[src/design/ids_pkg.sv]
package ids_pkg;

  localparam int OUT_SIZE          = 28;
  localparam int MAX_SOURCE_WIDTH  = 512;
  localparam int MAX_SOURCE_HEIGHT = 4095;
  localparam int MAX_RESULTS       = 4;

  localparam int W_WIDTH   = 10;
  localparam int H_WIDTH   = 12;
  localparam int CFG_W     = 12;
  localparam int RATIO_W   = 24;
  localparam int ROW_ACC_W = 29;
  localparam int COL_ACC_W = 25;
  localparam int COORD_W   = 5;

  localparam int FIFO_DEPTH = 8;
  localparam int PTR_W      = 3;
  localparam int CNT_W      = 4;

  localparam int BANK_DEPTH = 16;
  localparam int BANK_AW    = 4;

  // floor(2^29 / 7); (size << 16) / 28 == (size << 14) / 7
  localparam logic [26:0] RECIP7 = 27'd76695844;
  localparam int RECIP_SHIFT     = 29;

  localparam logic [1:0] SETTLE_CYCLES = 2'd2;

  typedef enum logic [1:0] {
    CFG_SOURCE_WIDTH  = 2'd0,
    CFG_SOURCE_HEIGHT = 2'd1,
    CFG_EMIT_ENABLE   = 2'd2
  } cfg_index_t;

  localparam logic [W_WIDTH-1:0] RESET_SOURCE_WIDTH  = 10'd320;
  localparam logic [H_WIDTH-1:0] RESET_SOURCE_HEIGHT = 12'd240;

  typedef struct packed {
    logic                last;
    logic [COORD_W-1:0]  col;
    logic [COORD_W-1:0]  row;
    logic [7:0]          value;
  } result_t;

  typedef struct packed {
    logic [2:0]    count;
    result_t [3:0] item;
  } push_t;

endpackage

[src/design/ids_ratio.sv]
module ids_ratio (
  input  logic                         clk,
  input  logic [ids_pkg::H_WIDTH-1:0]  size,
  output logic [ids_pkg::RATIO_W-1:0]  ratio
);

  logic [25:0] num;
  logic [25:0] num_d;
  logic [52:0] prod;
  logic [ids_pkg::RATIO_W-1:0] q0;
  logic [26:0] rem;

  assign num = {size, 14'b0};

  always_ff @(posedge clk) begin
    prod  <= 53'(num) * 53'(ids_pkg::RECIP7);
    num_d <= num;
  end

  // estimate is the quotient or one below it
  assign q0  = prod[52:ids_pkg::RECIP_SHIFT];
  assign rem = 27'(num_d) - (27'({q0, 3'b0}) - 27'(q0));

  always_ff @(posedge clk) begin
    ratio <= q0 + ids_pkg::RATIO_W'(rem >= 27'd7);
  end

endmodule

[src/design/ids_out_fifo.sv]
module ids_out_fifo (
  input  logic                        clk,
  input  logic                        rst,
  input  ids_pkg::push_t              push,
  input  logic                        pop,
  output logic [ids_pkg::CNT_W-1:0]   count,
  output ids_pkg::result_t            head
);

  ids_pkg::result_t entries [ids_pkg::FIFO_DEPTH];
  logic [ids_pkg::PTR_W-1:0] wptr;
  logic [ids_pkg::PTR_W-1:0] rptr;

  always_ff @(posedge clk) begin
    for (int k = 0; k < ids_pkg::MAX_RESULTS; k++) begin
      if (3'(k) < push.count) begin
        entries[wptr + ids_pkg::PTR_W'(k)] <= push.item[k];
      end
    end
  end

  always_ff @(posedge clk) begin
    if (rst) begin
      wptr  <= '0;
      rptr  <= '0;
      count <= '0;
    end else begin
      wptr  <= wptr + ids_pkg::PTR_W'(push.count);
      rptr  <= rptr + ids_pkg::PTR_W'(pop);
      count <= count + ids_pkg::CNT_W'(push.count) - ids_pkg::CNT_W'(pop);
    end
  end

  assign head = entries[rptr];

endmodule

[src/design/image_downscale_to_28.sv]
// A result passes the stage 2 registers and the output queue before it is offered.
// Throughput: one pixel per cycle; a pixel makes up to four results, which
// leave one per cycle while the receiver is ready, through an eight-entry
// queue; input stalls while the queue and the results one stage behind it
// hold more than four. Reset clears counters and queue; after reset or any
// register write, input waits while the ratio multiplier settles. Store is not cleared.
module image_downscale_to_28 (
  input  logic        clk,
  input  logic        rst,
  input  logic        s_axis_tvalid,
  output logic        s_axis_tready,
  input  logic [7:0]  s_axis_tdata,   // [7:0] pixel_value
  input  logic        s_axis_tuser,   // frame_start
  output logic        m_axis_tvalid,
  input  logic        m_axis_tready,
  output logic [23:0] m_axis_tdata,   // [7:0] out_value, [12:8] out_row, [17:13] out_col
  output logic        m_axis_tlast,
  input  logic        cfg_we,
  input  logic [1:0]  cfg_index,
  input  logic [11:0] cfg_data
);

  localparam int W  = ids_pkg::W_WIDTH;
  localparam int H  = ids_pkg::H_WIDTH;
  localparam int RW = ids_pkg::RATIO_W;
  localparam int RA = ids_pkg::ROW_ACC_W;
  localparam int CA = ids_pkg::COL_ACC_W;
  localparam int CW = ids_pkg::COORD_W;
  localparam int AW = ids_pkg::BANK_AW;
  localparam logic [CW-1:0] OUTN = CW'(ids_pkg::OUT_SIZE);

  // configuration
  logic [W-1:0] source_width;
  logic [H-1:0] source_height;
  logic         emit_enable;
  logic [1:0]   settle;

  always_ff @(posedge clk) begin
    if (rst) begin
      source_width  <= ids_pkg::RESET_SOURCE_WIDTH;
      source_height <= ids_pkg::RESET_SOURCE_HEIGHT;
      emit_enable   <= 1'b1;
      settle        <= ids_pkg::SETTLE_CYCLES;
    end else if (cfg_we) begin
      settle <= ids_pkg::SETTLE_CYCLES;
      unique case (cfg_index)
        ids_pkg::CFG_SOURCE_WIDTH:  source_width  <= cfg_data[W-1:0];
        ids_pkg::CFG_SOURCE_HEIGHT: source_height <= cfg_data[H-1:0];
        ids_pkg::CFG_EMIT_ENABLE:   emit_enable   <= cfg_data[0];
        default: ;
      endcase
    end else if (settle != 2'd0) begin
      settle <= settle - 2'd1;
    end
  end

  logic [W-1:0] w;
  logic [H-1:0] h;
  logic [RW-1:0] xr;
  logic [RW-1:0] yr;

  always_comb begin
    if (source_width < W'(ids_pkg::OUT_SIZE)) w = W'(ids_pkg::OUT_SIZE);
    else if (source_width > W'(ids_pkg::MAX_SOURCE_WIDTH)) w = W'(ids_pkg::MAX_SOURCE_WIDTH);
    else w = source_width;
    if (source_height < H'(ids_pkg::OUT_SIZE)) h = H'(ids_pkg::OUT_SIZE);
    else h = source_height;
  end

  ids_ratio u_ratio_x (.clk(clk), .size(H'(w)), .ratio(xr));
  ids_ratio u_ratio_y (.clk(clk), .size(h), .ratio(yr));

  // position state
  logic [H-1:0]  row_cnt;
  logic [8:0]    col_cnt;
  logic [RA-1:0] row_acc;
  logic [CA-1:0] col_acc;
  logic [CW-1:0] next_row;
  logic [CW-1:0] next_col;
  logic [7:0]    held;

  // queue and stage 2
  logic [ids_pkg::CNT_W-1:0] q_count;
  ids_pkg::result_t          q_head;
  ids_pkg::push_t            push;
  logic                      s2_valid;
  logic [2:0]                s2_n;
  logic                      accept;

  assign s_axis_tready = (settle == 2'd0) &&
    ((5'(q_count) + 5'(s2_valid ? s2_n : 3'd0)) <= 5'(ids_pkg::MAX_RESULTS));
  assign accept = s_axis_tvalid && s_axis_tready;

  // stage 1 decisions
  logic          fs;
  logic [7:0]    pix;
  logic [H-1:0]  r;
  logic [8:0]    c;
  logic [RA-1:0] racc;
  logic [CA-1:0] cacc;
  logic [CW-1:0] nr;
  logic [CW-1:0] nc;
  logic [12:0]   yi;
  logic [29:0]   racc_n;
  logic          has_bot, has_top, top_store, top_direct, last_row, row_end;
  logic [CW-1:0] t;
  logic [8:0]    x0, x1;
  logic [CA-1:0] cacc1, cacc2;
  logic [CW-1:0] j1;
  logic          ok0, ok1, edge0, edge1;
  logic [7:0]    a0, a1;
  logic          bot_e, dir_e;
  logic [2:0]    s1_n;
  logic [1:0]    adv;
  logic [RA-1:0] racc_adv;

  always_comb begin
    fs   = s_axis_tuser;
    pix  = s_axis_tdata;
    r    = fs ? '0 : row_cnt;
    c    = fs ? '0 : col_cnt;
    racc = fs ? '0 : row_acc;
    cacc = fs ? '0 : col_acc;
    nr   = fs ? '0 : next_row;
    nc   = fs ? '0 : next_col;

    yi      = racc[RA-1:16];
    racc_n  = 30'(racc) + 30'(yr);
    has_bot = (nr < OUTN) && ({1'b0, r} == yi + 13'd1);
    if (nr >= OUTN) has_top = 1'b0;
    else if (has_bot) has_top = ((nr + 5'd1) < OUTN) && (racc_n[29:16] == 14'(r));
    else has_top = ({1'b0, r} == yi);
    t          = has_bot ? nr + 5'd1 : nr;
    last_row   = (13'(r) + 13'd1) >= 13'(h);
    top_store  = has_top && !last_row;
    top_direct = has_top && last_row;
    row_end    = (10'(c) + 10'd1) >= w;

    x0    = cacc[CA-1:16];
    ok0   = (nc < OUTN) &&
            ((10'(c) == 10'(x0) + 10'd1) || ((c == x0) && row_end));
    edge0 = !(10'(c) == 10'(x0) + 10'd1);
    cacc1 = CA'(cacc + CA'(xr));
    cacc2 = CA'(cacc1 + CA'(xr));
    j1    = nc + 5'd1;
    x1    = cacc1[CA-1:16];
    ok1   = ok0 && (j1 < OUTN) &&
            ((10'(c) == 10'(x1) + 10'd1) || ((c == x1) && row_end));
    edge1 = !(10'(c) == 10'(x1) + 10'd1);
    a0    = edge0 ? pix : held;
    a1    = edge1 ? pix : held;

    bot_e = has_bot && emit_enable;
    dir_e = top_direct && emit_enable;
    s1_n  = (ok0 ? 3'(bot_e) + 3'(dir_e) : 3'd0) + (ok1 ? 3'(bot_e) + 3'(dir_e) : 3'd0);

    adv      = 2'(has_bot) + 2'(top_direct);
    racc_adv = RA'(racc + (adv == 2'd2 ? RA'({yr, 1'b0}) :
                           adv == 2'd1 ? RA'(yr) : RA'(0)));
  end

  always_ff @(posedge clk) begin
    if (rst) begin
      row_cnt  <= '0;
      col_cnt  <= '0;
      row_acc  <= '0;
      col_acc  <= '0;
      next_row <= '0;
      next_col <= '0;
      held     <= '0;
    end else if (accept) begin
      held <= pix;
      if (row_end) begin
        col_cnt  <= '0;
        next_col <= '0;
        col_acc  <= '0;
        if (last_row) begin
          row_cnt  <= '0;
          next_row <= '0;
          row_acc  <= '0;
        end else begin
          row_cnt  <= r + 12'd1;
          next_row <= nr + 5'(adv);
          row_acc  <= racc_adv;
        end
      end else begin
        col_cnt  <= c + 9'd1;
        next_col <= nc + 5'(ok0) + 5'(ok1);
        col_acc  <= ok1 ? cacc2 : (ok0 ? cacc1 : cacc);
        row_cnt  <= r;
        next_row <= nr;
        row_acc  <= racc;
      end
    end
  end

  // top pair store, split by column parity
  logic [15:0]   bank_even [ids_pkg::BANK_DEPTH];
  logic [15:0]   bank_odd  [ids_pkg::BANK_DEPTH];
  logic [15:0]   rd_even, rd_odd;
  logic [AW-1:0] ra_even, ra_odd, wa_even, wa_odd;
  logic [15:0]   wd_even, wd_odd;
  logic          we_even, we_odd;
  logic [5:0]    even_sum;

  always_comb begin
    even_sum = 6'(nc) + 6'(nc[0]);
    ra_even  = even_sum[AW:1];
    ra_odd   = nc[AW:1];
    we_even  = accept && top_store && ((ok0 && !nc[0]) || (ok1 && !j1[0]));
    we_odd   = accept && top_store && ((ok0 && nc[0]) || (ok1 && j1[0]));
    if (!nc[0]) begin
      wa_even = nc[AW:1];
      wd_even = {a0, pix};
      wa_odd  = j1[AW:1];
      wd_odd  = {a1, pix};
    end else begin
      wa_odd  = nc[AW:1];
      wd_odd  = {a0, pix};
      wa_even = j1[AW:1];
      wd_even = {a1, pix};
    end
  end

  always_ff @(posedge clk) begin
    if (accept) begin
      rd_even <= bank_even[ra_even];
      rd_odd  <= bank_odd[ra_odd];
    end
    if (we_even) bank_even[wa_even] <= wd_even;
    if (we_odd)  bank_odd[wa_odd]   <= wd_odd;
  end

  // stage 2
  logic [7:0]    s2_pix, s2_prev;
  logic          s2_bot_e, s2_dir_e;
  logic [1:0]    s2_ok, s2_edge;
  logic [CW-1:0] s2_j0, s2_j1, s2_row, s2_t;

  always_ff @(posedge clk) begin
    if (rst) s2_valid <= 1'b0;
    else     s2_valid <= accept;
  end

  always_ff @(posedge clk) begin
    if (accept) begin
      s2_pix   <= pix;
      s2_prev  <= held;
      s2_bot_e <= bot_e;
      s2_dir_e <= dir_e;
      s2_ok    <= {ok1, ok0};
      s2_edge  <= {edge1, edge0};
      s2_j0    <= nc;
      s2_j1    <= j1;
      s2_row   <= nr;
      s2_t     <= t;
      s2_n     <= s1_n;
    end
  end

  ids_pkg::result_t slot [ids_pkg::MAX_RESULTS];
  logic [3:0]       slot_v;
  logic [15:0]      pair [2];
  logic [9:0]       bot_sum [2];
  logic [9:0]       dir_sum [2];
  logic [7:0]       pa [2];
  logic [CW-1:0]    pj [2];
  logic [2:0]       idx;

  always_comb begin
    pj[0] = s2_j0;
    pj[1] = s2_j1;
    for (int p = 0; p < 2; p++) begin
      pair[p] = pj[p][0] ? rd_odd : rd_even;
      if (s2_edge[p]) begin
        bot_sum[p] = 10'(pair[p][15:8]) + 10'(pair[p][15:8]) + 10'(pair[p][15:8]) +
                     10'(s2_pix);
      end else begin
        bot_sum[p] = 10'(pair[p][15:8]) + 10'(pair[p][7:0]) + 10'(s2_prev) + 10'(s2_pix);
      end
      pa[p]      = s2_edge[p] ? s2_pix : s2_prev;
      dir_sum[p] = 10'(pa[p]) + 10'(pa[p]) + 10'(pa[p]) + 10'(s2_pix);

      slot[2*p]       = '{last: 1'b0, col: pj[p], row: s2_row, value: bot_sum[p][9:2]};
      slot[2*p + 1]   = '{last: 1'b0, col: pj[p], row: s2_t, value: dir_sum[p][9:2]};
      slot_v[2*p]     = s2_valid && s2_ok[p] && s2_bot_e;
      slot_v[2*p + 1] = s2_valid && s2_ok[p] && s2_dir_e;
    end

    push = '0;
    idx  = 3'd0;
    for (int k = 0; k < ids_pkg::MAX_RESULTS; k++) begin
      if (slot_v[k]) begin
        push.item[idx[1:0]] = slot[k];
        idx = idx + 3'd1;
      end
    end
    push.count = idx;
    if (idx != 3'd0) push.item[2'(idx - 3'd1)].last = 1'b1;
  end

  ids_out_fifo u_out_fifo (
    .clk   (clk),
    .rst   (rst),
    .push  (push),
    .pop   (m_axis_tvalid && m_axis_tready),
    .count (q_count),
    .head  (q_head)
  );

  assign m_axis_tvalid = (q_count != '0);
  assign m_axis_tdata  = {6'b0, q_head.col, q_head.row, q_head.value};
  assign m_axis_tlast  = q_head.last;

endmodule

[config.mk]
export PLATFORM = sky130hd
export DESIGN_NAME = image_downscale_to_28
export DESIGN_NICKNAME = d
export VERILOG_FILES = /design/src/design/ids_pkg.sv /design/src/design/ids_ratio.sv /design/src/design/ids_out_fifo.sv /design/src/design/image_downscale_to_28.sv
export SDC_FILE = /design/constraint.sdc
export NUM_CORES = 2
export LEC_CHECK = 0
export BUFFER_PORTS_ARGS = -buffer_cell sky130_fd_sc_hd__buf_2
export CORE_UTILIZATION = 50
export CTS_CLUSTER_SIZE = 25
export DETAILED_ROUTE_END_ITERATION = 10
export PLACE_DENSITY = 0.63
export RECOVER_POWER = 50
export SYNTH_ARGS = -nofsm -noshare
export SYNTH_HDL_FRONTEND = slang
export SYNTH_SLANG_ARGS = --single-unit
export TNS_END_PERCENT = 1
[constraint.sdc]
create_clock -name clk -period 21.9 [get_ports clk]
set_clock_uncertainty 0.1 [all_clocks]
set_input_delay 2.19 -clock clk [delete_from_list [all_inputs] [get_ports clk]]
set_output_delay 2.19 -clock clk [all_outputs]
set_load 0.05 [all_outputs]
* Yosys cells after proc, flatten, opt, wreduce, memory -nomap -nowiden
Memory sizes are Yosys's and may differ from the RTL's. A register that Yosys moved wholly into a read port is not among the register bits. Index checks and enable logic that the tools add are counted. W data, S select, Z words.
Operators by class: add/sub/neg operators 57, multiply operators 2, $lt $le $gt $ge 25, eq/ne operators 11, muxes and demuxes 74, reduce and logical (&&, ||, !) cells 49
Operators by type and width (count):
- $bwmux W76 | 4
- $mux W76 | 4
- $demux W19 S2 | 4
- $mux W25 | 5
- $mux W29 | 3
- $mux W19 | 4
- $mux W16 | 4
- $add A10 B8 Y10 | 6
- $add A9 B8 Y10 | 6
- $add A8 B8 Y9 | 6
- $ge A27 B3 Y1 const B | 2
- $sub A27 B24 Y27 | 2
- $add A25 B24 Y25 | 2
- $add A24 B1 Y24 | 2
- $mux W12 | 4
- $mux W10 | 4
- $mul A12 B25 Y37 const B | 1
- $mul A10 B25 Y35 const B | 1
- $mux W8 | 4
- $logic_and A1 B1 Y1 | 31
- $add A29 B24 Y30 | 1
- $add A9 B1 Y10 const B | 3
- $mux W5 | 6
- $add A29 B25 Y29 | 1
- 52 further kinds | 108
Storage, ports and cells: bits in registers 318, memory bits (writable) 664, input port bits 28, output and inout bits 27, word-level logic and storage cells 253, memories kept 3
Memory list:
- bank_even | depth 16, bits a word 16, rd ports 1, clocked after Yosys merged registers in 1, write ports 1, line image_downscale_to_28.sv:198 | logic [15:0] bank_even [ids_pkg::BANK_DEPTH];
- bank_odd | depth 16, bits a word 16, rd ports 1, clocked after Yosys merged registers in 1, write ports 1, line image_downscale_to_28.sv:199 | logic [15:0] bank_odd [ids_pkg::BANK_DEPTH];
- u_out_fifo.entries | depth 8, bits a word 19, rd ports 1, clocked after Yosys merged registers in 1, write ports 4, line ids_out_fifo.sv:10 | ids_pkg::result_t entries [ids_pkg::FIFO_DEPTH];

* Logic depth before layout (Yosys ltp)
depth after elaboration 16, mapped depth 38, mapped depth without buffers 33

* By module
Synthesis repeated with hierarchy kept, for this count alone.
Unflattened totals: cells, all modules 5817, area, all modules 61866.8 µm²
By module, submodules not included:
- image_downscale_to_28 | instances 1, cells each 3576, area an instance 40596.4 µm², seq. area each 20069.2 µm²
- ids_out_fifo | instances 1, cells each 1014, area an instance 10625.2 µm², seq. area each 4764.6 µm²
- ids_ratio (u_ratio_y) | instances 1, cells each 618, area an instance 5338.9 µm², seq. area each 1201.2 µm²
- ids_ratio (u_ratio_x) | instances 1, cells each 609, area an instance 5306.3 µm², seq. area each 1201.2 µm²

* Worst setup path after synthesis
Ideal clock, no wire load.
kind input to register, from input port s_axis_tuser, to register row_acc[19], arrival time 9.433 ns, required time 21.683 ns, slack 12.250 ns, cell stages on the path 35, path buffers 8, path through clkbuf_1 > clkbuf_1 > clkbuf_1 > clkbuf_1 > clkbuf_1 > clkbuf_1 > nor2b_1 > ha_1 > a21o_1 > a21o_1 > maj3_1 > nor3_1 > nor2_1 > a211o_1 > a2111oi_0 > a31oi_1 > nor2_1 > ha_1 > clkbuf_1 > clkbuf_1 > nand2_1 > o21ai_0 > ha_1 > a21o_1 > a21oi_1 > o21ai_0 > a21oi_1 > o21bai_1 > a21oi_1 > o31a_1 > o21ai_0 > o41ai_1 > o21ai_0 > a211o_1 > a32o_1
Between the ends: word-level cells in the longest chain between the ends 14, elaborated cells on any way between the ends 30
RTL lines:
- start, declared | line image_downscale_to_28.sv:13 | input logic s_axis_tuser,
- $mux W29 or $mux W5 (tied branches) | line image_downscale_to_28.sv:122, image_downscale_to_28.sv:124
- $add A29 B24 Y30 (tied with other cells) | line image_downscale_to_28.sv:128 | racc_n = 30'(racc) + 30'(yr);
- $eq A14 B12 Y1 (tied with other cells) | line image_downscale_to_28.sv:131 | else if (has_bot) has_top = ((nr + 5'd1) < OUTN) && (racc_n[29:16] == 14'(r));
- $logic_and A1 B1 Y1, on equally long branches | line image_downscale_to_28.sv:131, image_downscale_to_28.sv:129
- $mux W1 | line image_downscale_to_28.sv:131
- $mux W1 | line image_downscale_to_28.sv:130 | if (nr >= OUTN) has_top = 1'b0;
- $logic_and A1 B1 Y1 | line image_downscale_to_28.sv:136 | top_direct = has_top && last_row;
- $add A1 B1 Y2 | line image_downscale_to_28.sv:157 | adv = 2'(has_bot) + 2'(top_direct);
- $eq A2 B1 Y1 | line image_downscale_to_28.sv:159 | adv == 2'd1 ? RA'(yr) : RA'(0)));
- $mux W24 | line image_downscale_to_28.sv:159
- $mux W25 | line image_downscale_to_28.sv:158 | racc_adv = RA'(racc + (adv == 2'd2 ? RA'({yr, 1'b0}) :
- $add A29 B25 Y29 | line image_downscale_to_28.sv:158
- $mux W29 | line image_downscale_to_28.sv:177 | if (last_row) begin
- $mux W29 * | line image_downscale_to_28.sv:173 | if (row_end) begin
- end signal, assigned | line image_downscale_to_28.sv:184 | row_acc <= racc_adv;
- end signal, assigned | line image_downscale_to_28.sv:192 | row_acc <= racc;
- end, declared | line image_downscale_to_28.sv:76 | logic [RA-1:0] row_acc;
Every way passes the cells marked *; elsewhere a longest branch is shown, timed or not. A chain may end at the register's enable or synchronous reset.

* Worst setup path in the final report
from input port s_axis_tuser, to register row_acc[26]
Same word-level chain as after synthesis.

==> flow_summary.ini <==
[run_status]
status = finished, violations left
violations = max-capacitance violations, max-slew violations

[synth]
synth_edf_count = 741
synthFlopType = edfxtp_1
netlist_instances = 5787
synth_area_leaders = edfxtp_1 37%, dfxtp_1 8.0%, ha_1 7.8%
ys_seq_area_share_pct = 44.6
syn-cell-area_um2 = 60800
ys_warn_count = 0
ys_ff_latch = 985
synth_top_cell_by_area = edfxtp_1
synth.distinct_cells = 107
netlist.area_leader.share_pct = 36.6
syn_area_per_cell_um2 = 10.5
async_flop_share_pct = 0

[global_routing]
grt_overflow_total = 0
antenna_found_initial = 2
grt_usage_pct = 27.0
grt_max_degree = 79
grt_pass1_vias = 43700
grt_pass1_wl_um = 258000

[placed_design]
portBuffers = 48
hpwl_um = 115000
dp_worst_setup_slack_ns = 11.61
gp_congestion = 0.937

[setup_path]
cp_max_fo = 53
cp.required_ns = 22.16
slowest_stage = clkbuf_1
crit_arrival_ns = 13.71
critPathKind = in2reg
cp-start-kind = primary input
cp_slowest_stage_delay_ns = 1.89
crit_path_end_kind = flop
crit_top_cell = a21oi_1

[sta]
period_needed_ns = 13.45
timing.final.ws_setup_ns = 8.45
post-route-period-util_pct = 61.4
setup_violations = 0
clock.fmax_mhz = 74.3
rsz0062_at_grt = false
tightest_slew_ns = 4.39
fin_tns_setup_ns = 0
final-hold-violation-count = 0
maxSlewViolCount = 1274
slew-limit-headroom_pct = -193

[clocking]
tritoncts = yes
hold_buffers = 0
cts.clk_slew.worst_paths_ns = 0.06
root_buffer = clkbuf_16
clk_latency_ns = 0.72
cts_buffers = 105
post_cts_resized = 0
cts_buffer_depth = 3
numClockSinks = 985
post_cts_buffers = 0
htreeDepth = 3

[run]
cap_viol_max_count = 36

[floorplanning]
initial_core_util_pct = 50.6
fp.dieW_um = 351
rows = 127
dieHeight_um = 351
ioPinCount = 55
coreArea_um2 = 120000
dieArea_um2 = 123000

[final_layout]
fin_nets = 6323
drive_gt1_share_pct = 9.61
synthToLayoutAreaGrowth_pct = 9.47

[worst_hold_path]
hold_class = reg2reg

[detailed_routing]
postRouteAntennaNets = 0
route.vias.total = 45600
drt_pre_antenna_iters = 6
drc = 0
drt-vias-per-instance = 6.07
initialDrtViolationCount = 4228
wire_per_inst_um = 22.3
routed_wl_um = 168000

[power]
vdd_drop_max_v = 0.0000816
p_per_area_nw_per_um2 = 86.5
p_leak_nw = 25.3
## cells by family after synthesis
kind of cell / Yosys count / synth area share [%]
xor gates and xnor gates: 274 / 3.99
AOI/OAI and AO/OA: 1554 / 16.6
buffers and inverters: 665 / 4.19
muxes: 304 / 7.53
other: 1 / 0.00616
DFF: 985 / 44.6
and+or+nand+nor: 1516 / 11.7
adders and majority gates: 488 / 11.3
## final timing paths
kind / startpoint / to / slack [ns] / cells after the start
setup / recovery: s_axis_tuser / row_acc[26] / 8.45 / 31
hold / removal: source_height[5] / u_ratio_y.num_d[19] / 0.34 / 0
setup reg to reg: s2_bot_e / u_out_fifo.entries[3][12] / 13.26 / 13
hold reg to reg: source_height[5] / u_ratio_y.num_d[19] / 0.34 / 0
## metrics by stage
stage	power [W]	hold slack, ns	utilization [%]	area, um2	cells
floorplan	0.00356	0.317	-	61100	5856
global placement	0.00394	0.314	52.6	63300	7315
detailed placement	0.00396	0.326	52.6	63300	7315
CTS	0.00579	0.335	55.6	66800	7512
global route	0.00609	0.357	55.4	66600	7512
finish	0.00576	0.343	55.4	66600	7515
## registers in the layout (all words and copies together) (netlist names), 8 cells and up
name                cells
u_ratio_x.num_d        10
rd_even                16
s2_pix                  8
row_cnt                12
u_ratio_y.prod         24
u_ratio_y.num_d        12
s2_prev                 8
source_height          12
col_acc                25
u_ratio_y.ratio        24
bank_even             256
u_out_fifo.entries    152
held                    8
col_cnt                 9
row_acc                29
u_ratio_x.prod         22
rd_odd                 16
u_ratio_x.ratio        23
bank_odd              256
source_width           10
## area by class of cell
class                           instances  area (um2)
Fill cell                           10500       53700
Antenna cell                            3        7.51
Multi-Input combinational cell       4206       31600
Clock buffer                          139        2840
Tap cell                             1612        2020
Clock inverter                         58         729
Sequential cell                       985       27100
Timing Repair Buffer                  147         842
Inverter                              365        1370
## cell usage after synthesis (120+ instances only)
cell,count
nand2_1,490
nand3_1,120
xnor2_1,179
edfxtp_1,741
o21ai_0,272
ha_1,378
dfxtp_1,244
inv_1,356
nor2_1,413
a21oi_1,438
a211oi_1,203
clkbuf_1,254
## layout by cell type (no fill, tap or decap), types with 23 or more instances in the layout
cell and n:
a211oi_1 202, a21o_1 86, a21oi_1 436, a221oi_1 26, a22o_1 26, a22oi_1 98
a31oi_1 62, and2_1 30, and3_1 54, buf_2 25, buf_4 69, clkbuf_1 80
clkbuf_16 106, clkinv_2 23, conb_1 70, dfxtp_1 241, edfxtp_1 741, fa_1 107
ha_1 377, inv_1 355, mux2_2 102, mux2i_1 88, mux4_2 112, nand2_1 489
nand2b_1 33, nand3_1 120, nand4_1 28, nor2_1 405, nor2b_1 105, nor3_1 87
nor4_1 24, o211ai_1 42, o21a_1 38, o21ai_0 274, o21bai_1 39, or3_1 23
xnor2_1 178, xor2_1 92
## metal layers
layer | routed length, um | vias up | track usage [%]
met5 | 0 | - | 0
met4 | 3950 | 0 | 7.45
met3 | 12200 | 278 | 4.01
met2 | 77300 | 1647 | 43.8
met1 | 74400 | 22200 | 37.7
li1 | - | 21500 | -
## critical path: cells and delay by family
kind                       cells  cell delay, ns
AOI/OAI and AO/OA             15            3.21
and+or+nand+nor                7            1.33
buffers and inverters          5            5.63
adders and majority gates      4            1.29
## report_power, final
| group | internal [W] | total (W) | switching [W] |
|---|---|---|---|
| sequential | 0.00210 | 0.00222 | 0.000116 |
| combinational | 0.000705 | 0.00172 | 0.00102 |
| clock | 0.00105 | 0.00182 | 0.000771 |
(Power assumes the default switching activity.)
